[config.mk]
export PLATFORM = sky130hd
export DESIGN_NAME = i2c_eeprom_master_core
export DESIGN_NICKNAME = d
export VERILOG_FILES = /design/src/rtl/core/i2cee_pkg.sv /design/src/rtl/core/i2cee_seq.sv /design/src/rtl/core/i2c_eeprom_master_core.sv
export SDC_FILE = /design/constraint.sdc
export NUM_CORES = 1
export LEC_CHECK = 0
export BUFFER_PORTS_ARGS = -buffer_cell sky130_fd_sc_hd__buf_2
export CORE_ASPECT_RATIO = 2
export CORE_MARGIN = 2
export CORE_UTILIZATION = 47
export CTS_CLUSTER_DIAMETER = 120
export CTS_CLUSTER_SIZE = 30
export DETAILED_ROUTE_END_ITERATION = 12
export HOLD_SLACK_MARGIN = 0.03
export PLACE_DENSITY = 0.77
export SYNTH_ARGS = -nofsm -noshare
export SYNTH_HDL_FRONTEND = slang
export SYNTH_SLANG_ARGS = --single-unit
[constraint.sdc]
create_clock -name i_clk -period 2.45 [get_ports i_clk]
set_input_delay 0.49 -clock i_clk [delete_from_list [all_inputs] [get_ports i_clk]]
set_output_delay 0.49 -clock i_clk [all_outputs]
set_load 0.05 [all_outputs]
[src/rtl/core/i2cee_pkg.sv]
// ----------------------------------------------------------------------------
// i2cee_pkg
// shared types and codes for the i2c eeprom master core
// ----------------------------------------------------------------------------
package i2cee_pkg;

    // item kind codes
    localparam logic [1:0] KIND_TICK  = 2'd0;
    localparam logic [1:0] KIND_READ  = 2'd1;
    localparam logic [1:0] KIND_WRITE = 2'd2;

    localparam int unsigned DEV_ADDR_W = 7;
    localparam logic [DEV_ADDR_W-1:0] DEV_ADDR_RESET = 7'h50;

    // apb register map
    localparam int unsigned APB_ADDR_W = 3;
    localparam logic [0:0] REG_DEVICE_ADDRESS = 1'b0;

    typedef struct packed {
        logic [1:0] kind;
        logic [7:0] mem_address;
        logic [7:0] write_data;
        logic [7:0] byte_count;
        logic       sda_in;
    } t_in_item;

    typedef struct packed {
        logic       scl_out;
        logic       sda_out;
        logic [7:0] read_data;
        logic       read_valid;
        logic       read_last;
        logic       busy_res;
    } t_out_item;

endpackage

[src/rtl/core/i2cee_seq.sv]
// ----------------------------------------------------------------------------
// i2cee_seq
// bus sequencer: one delay period per tick, result formed in the same pass
// ----------------------------------------------------------------------------
module i2cee_seq
    import i2cee_pkg::*;
(
    input  logic                  i_clk,
    input  logic                  i_rst_n,
    input  logic                  i_step,
    input  t_in_item              i_item,
    input  logic [DEV_ADDR_W-1:0] i_dev_addr,
    output t_out_item             o_result
);

    typedef enum logic [3:0] {
        PH_IDLE, PH_S1, PH_S2, PH_TXL, PH_TXH, PH_TAL, PH_TAH,
        PH_RXL, PH_RXH, PH_RAL, PH_RAH, PH_P1, PH_P2, PH_P3
    } t_phase;

    typedef enum logic [2:0] {
        ST_POLL, ST_MEM, ST_DATA, ST_RADDR, ST_READ, ST_FINAL, ST_POLLSTOP
    } t_stage;

    t_phase     r_phase, n_phase;
    t_stage     r_stage, n_stage;
    logic [2:0] r_bit, n_bit;
    logic [7:0] r_shift, n_shift;
    logic [7:0] r_addr, n_addr;
    logic [7:0] r_pend, n_pend;
    logic [7:0] r_left, n_left;
    logic       r_is_read, n_is_read;
    logic [1:0] r_lines, n_lines;   // bit 1 scl, bit 0 sda

    logic       last;
    logic       tx_bit;
    logic [7:0] rx_data;
    logic       rx_valid;

    assign last   = (r_left <= 8'd1);
    assign tx_bit = r_shift[r_bit];

    always_comb begin
        n_phase   = r_phase;
        n_stage   = r_stage;
        n_bit     = r_bit;
        n_shift   = r_shift;
        n_addr    = r_addr;
        n_pend    = r_pend;
        n_left    = r_left;
        n_is_read = r_is_read;
        n_lines   = r_lines;
        rx_data   = 8'd0;
        rx_valid  = 1'b0;

        if (i_step && i_item.kind == KIND_TICK && r_phase != PH_IDLE) begin
            unique case (r_phase)
                PH_S1: begin
                    n_lines = 2'b11;
                    n_phase = PH_S2;
                end
                PH_S2: begin
                    n_lines = 2'b10;
                    n_shift = {i_dev_addr, (r_stage == ST_RADDR)};
                    n_bit   = 3'd7;
                    n_phase = PH_TXL;
                end
                PH_TXL: begin
                    n_lines = {1'b0, tx_bit};
                    n_phase = PH_TXH;
                end
                PH_TXH: begin
                    n_lines = {1'b1, tx_bit};
                    if (r_bit == 3'd0) begin
                        n_phase = PH_TAL;
                    end else begin
                        n_bit   = r_bit - 3'd1;
                        n_phase = PH_TXL;
                    end
                end
                PH_TAL: begin
                    n_lines = 2'b01;
                    n_phase = PH_TAH;
                end
                PH_TAH: begin
                    n_lines = 2'b11;
                    if (r_stage == ST_POLL) begin
                        if (!i_item.sda_in) begin
                            n_stage = ST_MEM;
                            n_shift = r_addr;
                            n_bit   = 3'd7;
                            n_phase = PH_TXL;
                        end else begin
                            n_stage = ST_POLLSTOP;
                            n_phase = PH_P1;
                        end
                    end else if (r_stage == ST_MEM) begin
                        if (r_is_read) begin
                            n_stage = ST_RADDR;
                            n_phase = PH_S1;
                        end else begin
                            n_stage = ST_DATA;
                            n_shift = r_pend;
                            n_bit   = 3'd7;
                            n_phase = PH_TXL;
                        end
                    end else if (r_stage == ST_RADDR) begin
                        n_stage = ST_READ;
                        n_shift = 8'd0;
                        n_bit   = 3'd7;
                        n_phase = PH_RXL;
                    end else begin
                        n_stage = ST_FINAL;
                        n_phase = PH_P1;
                    end
                end
                PH_RXL: begin
                    n_lines = 2'b01;
                    n_phase = PH_RXH;
                end
                PH_RXH: begin
                    n_lines        = 2'b11;
                    n_shift[r_bit] = i_item.sda_in;
                    if (r_bit == 3'd0) begin
                        rx_data  = n_shift;
                        rx_valid = 1'b1;
                        n_phase  = PH_RAL;
                    end else begin
                        n_bit   = r_bit - 3'd1;
                        n_phase = PH_RXL;
                    end
                end
                PH_RAL: begin
                    n_lines = {1'b0, last};
                    n_phase = PH_RAH;
                end
                PH_RAH: begin
                    n_lines = {1'b1, last};
                    if (last) begin
                        n_stage = ST_FINAL;
                        n_phase = PH_P1;
                    end else begin
                        n_left  = r_left - 8'd1;
                        n_bit   = 3'd7;
                        n_phase = PH_RXL;
                    end
                end
                PH_P1: begin
                    n_lines = 2'b00;
                    n_phase = PH_P2;
                end
                PH_P2: begin
                    n_lines = 2'b10;
                    n_phase = PH_P3;
                end
                PH_P3: begin
                    n_lines = 2'b11;
                    n_stage = ST_POLL;
                    n_phase = (r_stage == ST_POLLSTOP) ? PH_S1 : PH_IDLE;
                end
                default: begin
                    n_phase = PH_IDLE;
                end
            endcase
        end else if (i_step && r_phase == PH_IDLE &&
                     (i_item.kind == KIND_READ || i_item.kind == KIND_WRITE)) begin
            n_is_read = (i_item.kind == KIND_READ);
            n_addr    = i_item.mem_address;
            if (i_item.kind == KIND_READ) begin
                n_left = i_item.byte_count;
            end else begin
                n_pend = i_item.write_data;
            end
            n_stage = ST_POLL;
            n_phase = PH_S1;
        end
    end

    always_comb begin
        o_result.scl_out    = n_lines[1];
        o_result.sda_out    = n_lines[0];
        o_result.read_data  = rx_data;
        o_result.read_valid = rx_valid;
        o_result.read_last  = rx_valid & last;
        o_result.busy_res   = (n_phase != PH_IDLE);
    end

    always_ff @(posedge i_clk) begin
        if (!i_rst_n) begin
            r_phase   <= PH_IDLE;
            r_stage   <= ST_POLL;
            r_bit     <= 3'd0;
            r_shift   <= 8'd0;
            r_addr    <= 8'd0;
            r_pend    <= 8'd0;
            r_left    <= 8'd0;
            r_is_read <= 1'b0;
            r_lines   <= 2'b11;
        end else begin
            r_phase   <= n_phase;
            r_stage   <= n_stage;
            r_bit     <= n_bit;
            r_shift   <= n_shift;
            r_addr    <= n_addr;
            r_pend    <= n_pend;
            r_left    <= n_left;
            r_is_read <= n_is_read;
            r_lines   <= n_lines;
        end
    end

endmodule

[src/rtl/core/i2c_eeprom_master_core.sv]
// ----------------------------------------------------------------------------
// i2c_eeprom_master_core
// i2c master for a small serial eeprom, stepped one bus delay period per tick item
// ----------------------------------------------------------------------------
// usage:
//   input channel (i_in_valid / o_in_stall / i_in_data) carries ticks and
//   read or write requests. a tick advances the bus sequencer by one delay
//   period and samples sda; a request starts a transaction when idle and is
//   dropped while busy.
//   output channel (o_out_valid / i_out_stall / o_out_data) returns exactly
//   one result per transfer: scl and sda levels, a received byte with its
//   valid and last flags, and the busy flag.
//   each result is registered in the cycle after its input transfer; one item
//   can be taken every cycle, limited only by the single result register.
//   when the receiver stalls, the result register holds and the input side
//   stalls only while that register is full and not being drained.
//   reset clears the sequencer to idle with both lines released high and
//   the device address back to 0x50.
//   the device address register sits at apb byte address 0; configure it
//   only while the core is idle.
// ----------------------------------------------------------------------------
module i2c_eeprom_master_core
    import i2cee_pkg::*;
(
    input  logic                  i_clk,
    input  logic                  i_rst_n,
    // item channel
    input  logic                  i_in_valid,
    output logic                  o_in_stall,
    input  t_in_item              i_in_data,
    // result channel
    output logic                  o_out_valid,
    input  logic                  i_out_stall,
    output t_out_item             o_out_data,
    // apb configuration port
    input  logic                  psel,
    input  logic                  penable,
    input  logic                  pwrite,
    input  logic [APB_ADDR_W-1:0] paddr,
    input  logic [31:0]           pwdata,
    output logic [31:0]           prdata,
    output logic                  pready
);

    logic [DEV_ADDR_W-1:0] r_dev_addr;
    logic                  r_out_valid;
    t_out_item             r_out_data;
    t_out_item             seq_result;
    logic                  in_xfer;
    logic                  reg_sel;

    // register index from the word address
    assign reg_sel = (paddr[APB_ADDR_W-1] == REG_DEVICE_ADDRESS);

    assign pready = 1'b1;
    assign prdata = reg_sel ? {{(32-DEV_ADDR_W){1'b0}}, r_dev_addr} : 32'd0;

    always_ff @(posedge i_clk) begin
        if (!i_rst_n) begin
            r_dev_addr <= DEV_ADDR_RESET;
        end else if (psel && penable && pwrite && reg_sel) begin
            r_dev_addr <= pwdata[DEV_ADDR_W-1:0];
        end
    end

    // take a new item whenever the result slot is free or draining
    assign o_in_stall = r_out_valid && i_out_stall;
    assign in_xfer    = i_in_valid && !o_in_stall;

    i2cee_seq u_seq (
        .i_clk      (i_clk),
        .i_rst_n    (i_rst_n),
        .i_step     (in_xfer),
        .i_item     (i_in_data),
        .i_dev_addr (r_dev_addr),
        .o_result   (seq_result)
    );

    // result register
    always_ff @(posedge i_clk) begin
        if (!i_rst_n) begin
            r_out_valid <= 1'b0;
        end else if (in_xfer) begin
            r_out_valid <= 1'b1;
        end else if (!i_out_stall) begin
            r_out_valid <= 1'b0;
        end
    end

    always_ff @(posedge i_clk) begin
        if (in_xfer) begin
            r_out_data <= seq_result;
        end
    end

    assign o_out_valid = r_out_valid;
    assign o_out_data  = r_out_data;

endmodule
==> flow_metrics.env, run 1 <==
export IMPL_intPower_mw=1.95
export IMPL_nets=600
export IMPL_port_buffers=63
export IMPL_dpl_hpwl_um=7190
export IMPL_period_share_pct=91.7
export IMPL_finalSetupViolations=0
export IMPL_clk_latency_ns=0.34
export IMPL_synth_cells=462
export IMPL_startpoint_type="register"
export IMPL_syn2layout_area_growth_pct=15.4
export IMPL_cts_num_sinks=66
export IMPL_grt_setup_unrepaired="no"
export IMPL_placed_area_um2=4180
export IMPL_rr_startpoint="u_seq.r_left[4]"
export IMPL_synth_flop_cell="dfxtp_1"
export IMPL_cap_violations=0
export IMPL_place_gp_congestion=0.939
export IMPL_grt_usage_pct=24.1
export IMPL_grt_pass1_vias=3506
export IMPL_ys_ff_latch=66
export IMPL_finalClockSkew_ns=0.00503
export IMPL_seqPwrFrac_pct=42.6
export IMPL_post_cts_buffers=0
export IMPL_vias=3509
export IMPL_wirelength_um=9790
export IMPL_peakVddDrop_mv=0.485
export IMPL_drc=0
export IMPL_path_clk_slew_ns=0.06
export IMPL_io_pins=117
export IMPL_core_area_um2=7940
export IMPL_yosysMostFrequentCell="nor2_1"
export IMPL_drive_above_1_share_pct=21.1
export IMPL_holdBufCountCts=0
export IMPL_combPwrFrac_pct=14.2
export IMPL_critPathKind="reg -> reg"
export IMPL_yosysUniqueCellTypes=61
export IMPL_synthArstFlopShare_pct=0
export IMPL_syn_avg_cell_area_um2=8.37
export IMPL_synth_top_area_cell="dfxtp_1"
export IMPL_total_leakage_power_nw=1.84
export IMPL_ant_nets=0
export IMPL_hold_path_class="in -> reg"
export IMPL_die_x_um=68.1
export IMPL_outcome="finished, final reports clean"
export IMPL_nFillCells=758
export IMPL_grt_antenna_before_repair=0
export IMPL_antenna_cells=0
export IMPL_dr_pass1_iters=5
export IMPL_cp_required_ns=2.71
export IMPL_swShare_pct=28.2
export IMPL_rows=46
export IMPL_die_area_um2=9010
export IMPL_critPathArrivalTime_ns=2.51
export IMPL_synth_area_leaders="dfxtp_1 (27%), edfxtp_1 (10%), mux2i_1 (6.2%)"
export IMPL_tns_ns=0
export IMPL_root_buffer="clkbuf_16"
export IMPL_via_per_inst=5.61
export IMPL_grt_pass1_wl_um=16500
export IMPL_layoutNonFillerInstCount=626
export IMPL_p_switching_uw=768
export IMPL_drt_iter0_markers=246
export IMPL_htree_num_levels=3
export IMPL_finalMaxSlewViolations=0
export IMPL_grt_max_degree=38
export IMPL_post_drt_wl_per_cell_um=15.6
export IMPL_endpoint_kind="register"
export IMPL_final_cell_area_um2=4460
export IMPL_die_h_um=132
export IMPL_synth_top_cell_area_share_pct=27.4
export IMPL_relSlewSlack_pct=56.0
export IMPL_dp_cells=610
export IMPL_cts_buffer_depth=2
export IMPL_post_cts_resized=0
export IMPL_worst_pin_slew_ns=0.659
export IMPL_p_clk_share_pct=43.2
export IMPL_crit_path_max_fanout=7
export IMPL_synth_edf_count=13
export IMPL_cts_inserted_buffers=9
export IMPL_yosysWarnings=0
export IMPL_fmax_mhz=445
export IMPL_syn_cell_area_um2=3870
export IMPL_grt_overflow=0
export IMPL_start_util_pct=48.7
export IMPL_reg2reg_slack_ns=0.20
export IMPL_critPathLaunch="u_seq.r_left[4]"
export IMPL_min_from="pwdata[4]"
export IMPL_synth_seq_area_share_pct=37.5
export IMPL_endpoint="u_seq.r_stage[1]"
export IMPL_rr_endpoint="u_seq.r_stage[1]"
export IMPL_reg2reg_depth=5
export IMPL_final_hold_viol_count=0
export IMPL_power_per_cell_area_nw_per_um2=610
export IMPL_fin_crit_ns=2.25
export IMPL_cts_tree="yes"
export IMPL_synth_commonest_cells="nor2_1 (55), dfxtp_1 (53), nand2_1 (49)"
==> flip-flops by register name, summed over array words and instances (netlist names) <==
register         count
u_seq.r_phase        4
u_seq.r_addr         8
u_seq.r_stage        3
u_seq.r_is_read      1
o_out_valid          1
r_dev_addr           7
u_seq.r_pend         8
u_seq.r_lines        2
u_seq.r_bit          3
u_seq.r_shift        8
o_out_data          13
u_seq.r_left         8
==> placed cells by master, fill, tap and decap left out, types with 2 or more instances in the layout <==
cell and count:
dfxtp_1 53, edfxtp_1 13, nand2b_1 16, or3_1 2, nor3b_1 2, nand3_1 16
ha_1 6, nor3_1 11, conb_1 26, a211oi_1 12, o22ai_1 3, clkinv_2 3
inv_1 10, mux2i_1 24, nor2_1 55, nor2b_1 11, nor4_1 2, a21oi_1 34
nand2_1 49, and2_1 5, nand4_1 3, a221oi_1 2, a311oi_1 4, a31oi_1 2
buf_4 21, a22oi_1 3, and3_1 3, nand3b_1 3, buf_2 63, and4bb_2 2
o311a_1 8, clkbuf_16 9, o41ai_1 2, o21ai_0 18, o21a_1 2, o31ai_1 7
==> worst max-delay path, cell delays in order, from the launching register on <==
cell and delay [ns]:
dfxtp_1 0.37, or4_4 0.59, o41ai_4 0.39, a31oi_2 0.15, or4_1 0.52, a21oi_1 0.15
==> power groups by stage <==
stage	Clock (mW)	Sequential [mW]	Combinational, mW
floorplan	0	1.22	0.276
global placement	0	1.18	0.378
detailed placement	0	1.18	0.384
CTS	1.19	1.16	0.386
global route	1.24	1.16	0.419
finish	1.18	1.16	0.386
==> cell type report <==
cell class              instances  area, µm²  area share (%)
clock buffers                  11        243            5.44
flip-flops and latches         66       1450            32.5
repair buffers                 84        473            10.6
inverters                      11       41.3           0.925
multi-input cells             353       2100            47.2
well taps                      96        120            2.69
clock inverters                 5       28.8           0.645
==> worst min path at each step <==
stage | end | cells after the start
3_5_place_dp | u_seq.r_pend[5] | 2
6_report | r_dev_addr[4] | 3
2_1_floorplan | u_seq.r_addr[0] | 2
5_1_grt | r_dev_addr[4] | 3
3_3_place_gp | u_seq.r_addr[1] | 2
4_1_cts | r_dev_addr[4] | 3
==> metal layers <==
metal	share of wire [%]	GRT usage [%]	vias to the layer above
met1	35	24.6	1609
met4	6.6	17.8	0
met3	4.5	4.44	39
met2	54	41.2	143
met5	0	0	-
li1	-	-	1718
==> metrics by stage <==
stage          util [%]  power [mW]  hold slack [ns]  setup slack (ns)
2_1_floorplan         -        1.49            0.433            0.0775
3_3_place_gp       52.7        1.56            0.443             0.128
3_5_place_dp       52.7        1.57            0.450            0.0620
4_1_cts            56.1        2.74            0.364             0.198
5_1_grt            56.2        2.82            0.375            0.0886
6_report           56.2        2.72            0.375             0.203
==> cell families after synthesis <==
family                     synth area share (%)
and+or+nand+nor                            23.9
muxes                                      6.50
other                                     0.194
adders and majority gates                  1.94
AOI/OAI and AO/OA                          19.0
buffers and inverters                      10.7
DFF                                        37.5
xor gates and xnor gates                  0.227
Note: power is estimated with default switching activity, not from simulation.
==> run 2: changes to the inputs <==
CORE_ASPECT_RATIO = not set   (was 2)
CORE_UTILIZATION = 48   (was 47)
CTS_BUF_LIST = sky130_fd_sc_hd__clkbuf_8   (was not set)
PLACE_DENSITY = 0.78   (was 0.77)
SLEW_MARGIN = 20   (was not set)
==> run 2 against run 1 <==
Global-route usage decreased by 3.3 points. Total power decreased by 3.0%. Non-clock buffer count decreased by 5. Count of clock-buffer cells in the layout decreased by 2. Register-to-register slack got worse by 0.07 ns. First-iteration DRC count increased by 4.9%. Wire length decreased by 10%. Sequential share of layout area increased by 0.39 points. Worst setup slack got worse by 0.067 ns. Hold slack got worse by 0.027 ns. Die area decreased by 2.5%. Largest cell class unchanged. Highest routed layer unchanged.
==> flow_metrics.env, run 2 (synthesis results as in run 1) <==
export IMPL_post_drt_wl_per_cell_um=14.0
export IMPL_outcome="finished, final reports clean"
export IMPL_start_util_pct=49.8
export IMPL_placed_area_um2=4150
export IMPL_drc=0
export IMPL_hold_depth=3
export IMPL_port_buffers=63
export IMPL_finalClockSkew_ns=0.00590
export IMPL_fin_ws_ns=0.136
export IMPL_relSlewSlack_pct=64.9
export IMPL_finalSetupViolations=0
export IMPL_cts_tree="yes"
export IMPL_period_share_pct=94.4
export IMPL_final_cell_area_um2=4410
export IMPL_post_cts_buffers=0
export IMPL_crit_path_max_fanout=7
export IMPL_final_cell_mix="buf_2 (63), nor2_1 (55), dfxtp_1 (52)"
export IMPL_grt_usage_pct=20.8
export IMPL_hold_path_class="in -> reg"
export IMPL_use_met1_pct=26.7
export IMPL_rows=32
export IMPL_hold_path_endpoint="r_dev_addr[4]"
export IMPL_cp_slowest_stage_delay_ns=0.59
export IMPL_core_area_um2=7770
export IMPL_antenna_cells=0
export IMPL_reg2reg_slack_ns=0.14
export IMPL_endpoint_kind="register"
export IMPL_utilization_pct=56.8
export IMPL_path_clk_slew_ns=0.07
export IMPL_reg2reg_depth=5
export IMPL_grt_pass1_vias=3201
export IMPL_rr_startpoint="u_seq.r_left[4]"
export IMPL_die_area_um2=8790
export IMPL_cts_inserted_buffers=9
export IMPL_tns_ns=0
export IMPL_startpoint_type="register"
export IMPL_wirelength_um=8760
export IMPL_rr_endpoint="u_seq.r_stage[1]"
export IMPL_grt_util_met3_pct=2.89
export IMPL_nFillCells=729
export IMPL_die_h_um=93.7
export IMPL_cts_num_sinks=66
export IMPL_critPathArrivalTime_ns=2.60
export IMPL_post_place_ws_ns=0.0868
export IMPL_fmax_mhz=432
export IMPL_finalPower_mw=2.64
export IMPL_drive_above_1_share_pct=20.6
export IMPL_finalMaxSlewViolations=0
export IMPL_syn2layout_area_growth_pct=14.1
export IMPL_cp_required_ns=2.73
export IMPL_total_leakage_power_nw=1.81
export IMPL_clk_latency_ns=0.36
export IMPL_place_gp_congestion=0.910
export IMPL_io_pins=117
export IMPL_cp_cell_sequence="or4_4 -> o41ai_4 -> a31oi_4 -> or4_1 -> a21oi_1"
export IMPL_cap_violations=0
export IMPL_nets=595
export IMPL_drt_iter0_markers=258
export IMPL_min_from="pwdata[4]"
export IMPL_dpl_hpwl_um=6450
export IMPL_multi_input_area_um2=2110
export IMPL_power_per_cell_area_nw_per_um2=598
export IMPL_layoutNonFillerInstCount=627
export IMPL_final_hold_viol_count=0
export IMPL_critPathLaunch="u_seq.r_left[4]"
export IMPL_die_x_um=93.7
export IMPL_crit_slowest_cell="or4_4"
export IMPL_grt_max_degree=28
export IMPL_regArea_um2=1450
export IMPL_grt_overflow=0
export IMPL_peakVddDrop_mv=0.299
export IMPL_vias=3414
export IMPL_worst_pin_slew_ns=0.522
export IMPL_critPathKind="reg -> reg"
export IMPL_dr_pass1_iters=5
export IMPL_largest_reg_flops=13
export IMPL_holdWs_ns=0.348
export IMPL_final_common_cell="buf_2"
export IMPL_gr_usage_met2_pct=34.3
export IMPL_grt_antenna_before_repair=0
export IMPL_via_per_inst=5.44
export IMPL_globalRoute_busiestLayer="met2"
export IMPL_ant_nets=0
export IMPL_dp_cells=611
export IMPL_grt_pass1_wl_um=14500
export IMPL_htree_num_levels=3
export IMPL_cts_buffer_depth=2
export IMPL_fin_crit_ns=2.31
export IMPL_root_buffer="clkbuf_8"
[run 2: area by class of cell]
cell class                 count  area share [%]
clock buffer                   9            2.81
clock inverter                 7            2.69
inverter                      11           0.936
multi-input combinational    353            47.9
sequential                    66            32.9
tap                          102            2.89
timing repair buffer          79            9.87
[run 2: critical path: cells and delay by family, from the launching register on]
family / cells / cell delay, ns
AND/OR/NAND/NOR: 2 / 1.13
AO/OA/AOI/OAI: 3 / 0.76
flip-flops: 1 / 0.36
[run 2: where the power goes]
part	internal [mW]	total [mW]	switching (mW)
registers	1.14	1.16	0.0215
logic	0.101	0.369	0.268
clock network	0.675	1.11	0.436
total	1.91	2.64	0.726
[run 2: repair_timing]
| action | in CTS | in global routing |
|---|---|---|
| hold buffers | 0 | 0 |
| gates resized for setup | 0 | 3 |
| endpoints found under the setup margin | 0 | 4 |
| hold endpoints to repair | 0 | 0 |
[run 2: how the worst max path moves through the flow]
stage                  endpoint  slack, ns  cells after the start
3_5_place_dp    u_seq.r_left[0]       0.09                      7
6_report       u_seq.r_stage[1]       0.14                      5
4_1_cts        u_seq.r_stage[1]       0.16                      5
3_3_place_gp    u_seq.r_left[3]       0.20                      8
2_1_floorplan  u_seq.r_stage[1]       0.08                      6
5_1_grt        u_seq.r_stage[1]    -0.0005                      5
[run 2: routing by layer]
metal	wire [µm]	share of wire (%)
met3	519	5.9
met5	0	0
met1	3810	43
met4	167	1.9
met2	4270	49
==> run 3: changes to the inputs <==
PLACE_DENSITY = 0.83   (was 0.78)
SLEW_MARGIN = 40   (was 20)
==> run 3 against run 2 <==
Utilization decreased by 0.097 points. Non-clock buffer count up 3. Global-route usage up 0.19 points. Largest cell class unchanged. Critical endpoint is now o_out_data[0]. Critical path type unchanged. Critical path depth grew 2.
==> flow_metrics.env, run 3 (synthesis results as in run 1) <==
export IMPL_grt_pass1_wl_um=14600
export IMPL_fin_ws_ns=0.197
export IMPL_nets=598
export IMPL_finalSetupViolations=0
export IMPL_port_buffers=63
export IMPL_die_area_um2=8790
export IMPL_drc=0
export IMPL_finalMaxSlewViolations=0
export IMPL_seqPwrFrac_pct=45.0
export IMPL_fin_crit_ns=2.25
export IMPL_htree_num_levels=3
export IMPL_wirelength_um=8910
export IMPL_grt_overflow=0
export IMPL_critPathLaunch="u_seq.r_bit[0]"
export IMPL_ant_nets=0
export IMPL_post_place_ws_ns=0.221
export IMPL_dpl_hpwl_um=6270
export IMPL_core_area_um2=7770
export IMPL_grt_antenna_before_repair=0
export IMPL_combPwrFrac_pct=14.5
export IMPL_critPathArrivalTime_ns=2.35
export IMPL_p_switching_uw=713
export IMPL_drt_iter0_markers=296
export IMPL_grt_setup_unrepaired="no"
export IMPL_vias=3440
export IMPL_dr_pass1_iters=5
export IMPL_rr_startpoint="u_seq.r_bit[0]"
export IMPL_total_leakage_power_nw=1.82
export IMPL_worst_pin_slew_ns=0.548
export IMPL_start_util_pct=49.8
export IMPL_intPower_mw=1.87
export IMPL_min_from="pwdata[6]"
export IMPL_rows=32
export IMPL_peakVddDrop_mv=0.231
export IMPL_startpoint_type="register"
export IMPL_antenna_cells=0
export IMPL_cts_buffer_depth=2
export IMPL_outcome="finished, final reports clean"
export IMPL_place_gp_congestion=0.903
export IMPL_finalClockSkew_ns=0.00674
export IMPL_syn2layout_area_growth_pct=13.9
export IMPL_holdBufCountCts=0
export IMPL_crit_path_max_fanout=12
export IMPL_final_cell_mix="buf_2 (63), nor2_1 (55), dfxtp_1 (53)"
export IMPL_critPathKind="reg -> reg"
export IMPL_io_pins=117
export IMPL_largest_reg_flops=13
export IMPL_grt_usage_pct=21.0
export IMPL_root_buffer="clkbuf_8"
export IMPL_cap_violations=0
export IMPL_post_drt_wl_per_cell_um=14.1
export IMPL_endpoint_kind="register"
export IMPL_post_cts_resized=0
export IMPL_final_common_cell="buf_2"
export IMPL_clk_latency_ns=0.36
export IMPL_cts_inserted_buffers=9
export IMPL_drive_above_1_share_pct=20.6
export IMPL_cts_num_sinks=66
export IMPL_die_x_um=93.7
export IMPL_grt_pass1_vias=3203
export IMPL_p_clk_share_pct=40.5
export IMPL_hold_path_class="in -> reg"
export IMPL_cp_required_ns=2.54
export IMPL_fmax_mhz=444
export IMPL_relSlewSlack_pct=63.4
export IMPL_tns_ns=0
export IMPL_path_clk_slew_ns=0.07
export IMPL_final_hold_viol_count=0
export IMPL_cts_tree="yes"
export IMPL_swShare_pct=27.6
export IMPL_via_per_inst=5.46
export IMPL_period_share_pct=92.0
export IMPL_power_per_cell_area_nw_per_um2=586
export IMPL_grt_max_degree=23
export IMPL_post_cts_buffers=0
export IMPL_die_h_um=93.7
run 3: path summary, 6_finish.rpt:
path | slack (ns) | cells past startpoint | endpoint
hold / removal | 0.35 | 3 | r_dev_addr[6]
hold reg to reg | 0.46 | 2 | u_seq.r_addr[1]
setup / recovery | 0.20 | 7 | o_out_data[0]
setup reg to reg | 0.20 | 7 | o_out_data[0]
run 3: layout make-up:
class / instances / area [µm²]
clock buffer: 11 / 151
multi-input combinational: 353 / 2100
sequential: 66 / 1450
timing repair buffer: 82 / 458
clock inverter: 5 / 77.6
tap: 102 / 128
inverter: 11 / 41.3
fill: 711 / 3360
run 3: critical path, cell delays in order, from the launching register on:
cell and delay [ns]:
dfxtp_1 0.44, inv_1 0.21, ha_1 0.17, nor2b_1 0.34, nand3b_1 0.17, nand4_1 0.13
a221oi_1 0.38, nand3_1 0.14
run 3: routing by layer:
layer / global-route usage [%] / share of wire (%) / up-vias
li1: - / - / 1708
met1: 25.7 / 43 / 1593
met2: 34.7 / 49 / 119
met3: 4.17 / 6.1 / 20
met4: 11.5 / 2.4 / 0
met5: 0 / 0 / -
run 3: power by group through the flow:
| stage | Combinational, mW | Sequential, mW | Clock [mW] |
|---|---|---|---|
| finish | 0.373 | 1.16 | 1.05 |
| global route | 0.405 | 1.17 | 1.09 |
| CTS | 0.373 | 1.16 | 1.05 |
| detailed placement | 0.370 | 1.19 | 0 |
| global placement | 0.363 | 1.18 | 0 |
| floorplan | 0.276 | 1.22 | 0 |
run 3: metrics by stage:
| stage | utilization [%] | cell area [µm²] | hold WS, ns | power, mW | std cells |
|---|---|---|---|---|---|
| 2_1_floorplan | - | 3960 | 0.433 | 1.49 | 486 |
| 3_3_place_gp | 53.8 | 4180 | 0.443 | 1.55 | 614 |
| 3_5_place_dp | 53.8 | 4180 | 0.448 | 1.56 | 614 |
| 4_1_cts | 56.7 | 4410 | 0.338 | 2.59 | 630 |
| 5_1_grt | 56.7 | 4410 | 0.353 | 2.66 | 630 |
| 6_report | 56.7 | 4410 | 0.352 | 2.58 | 630 |
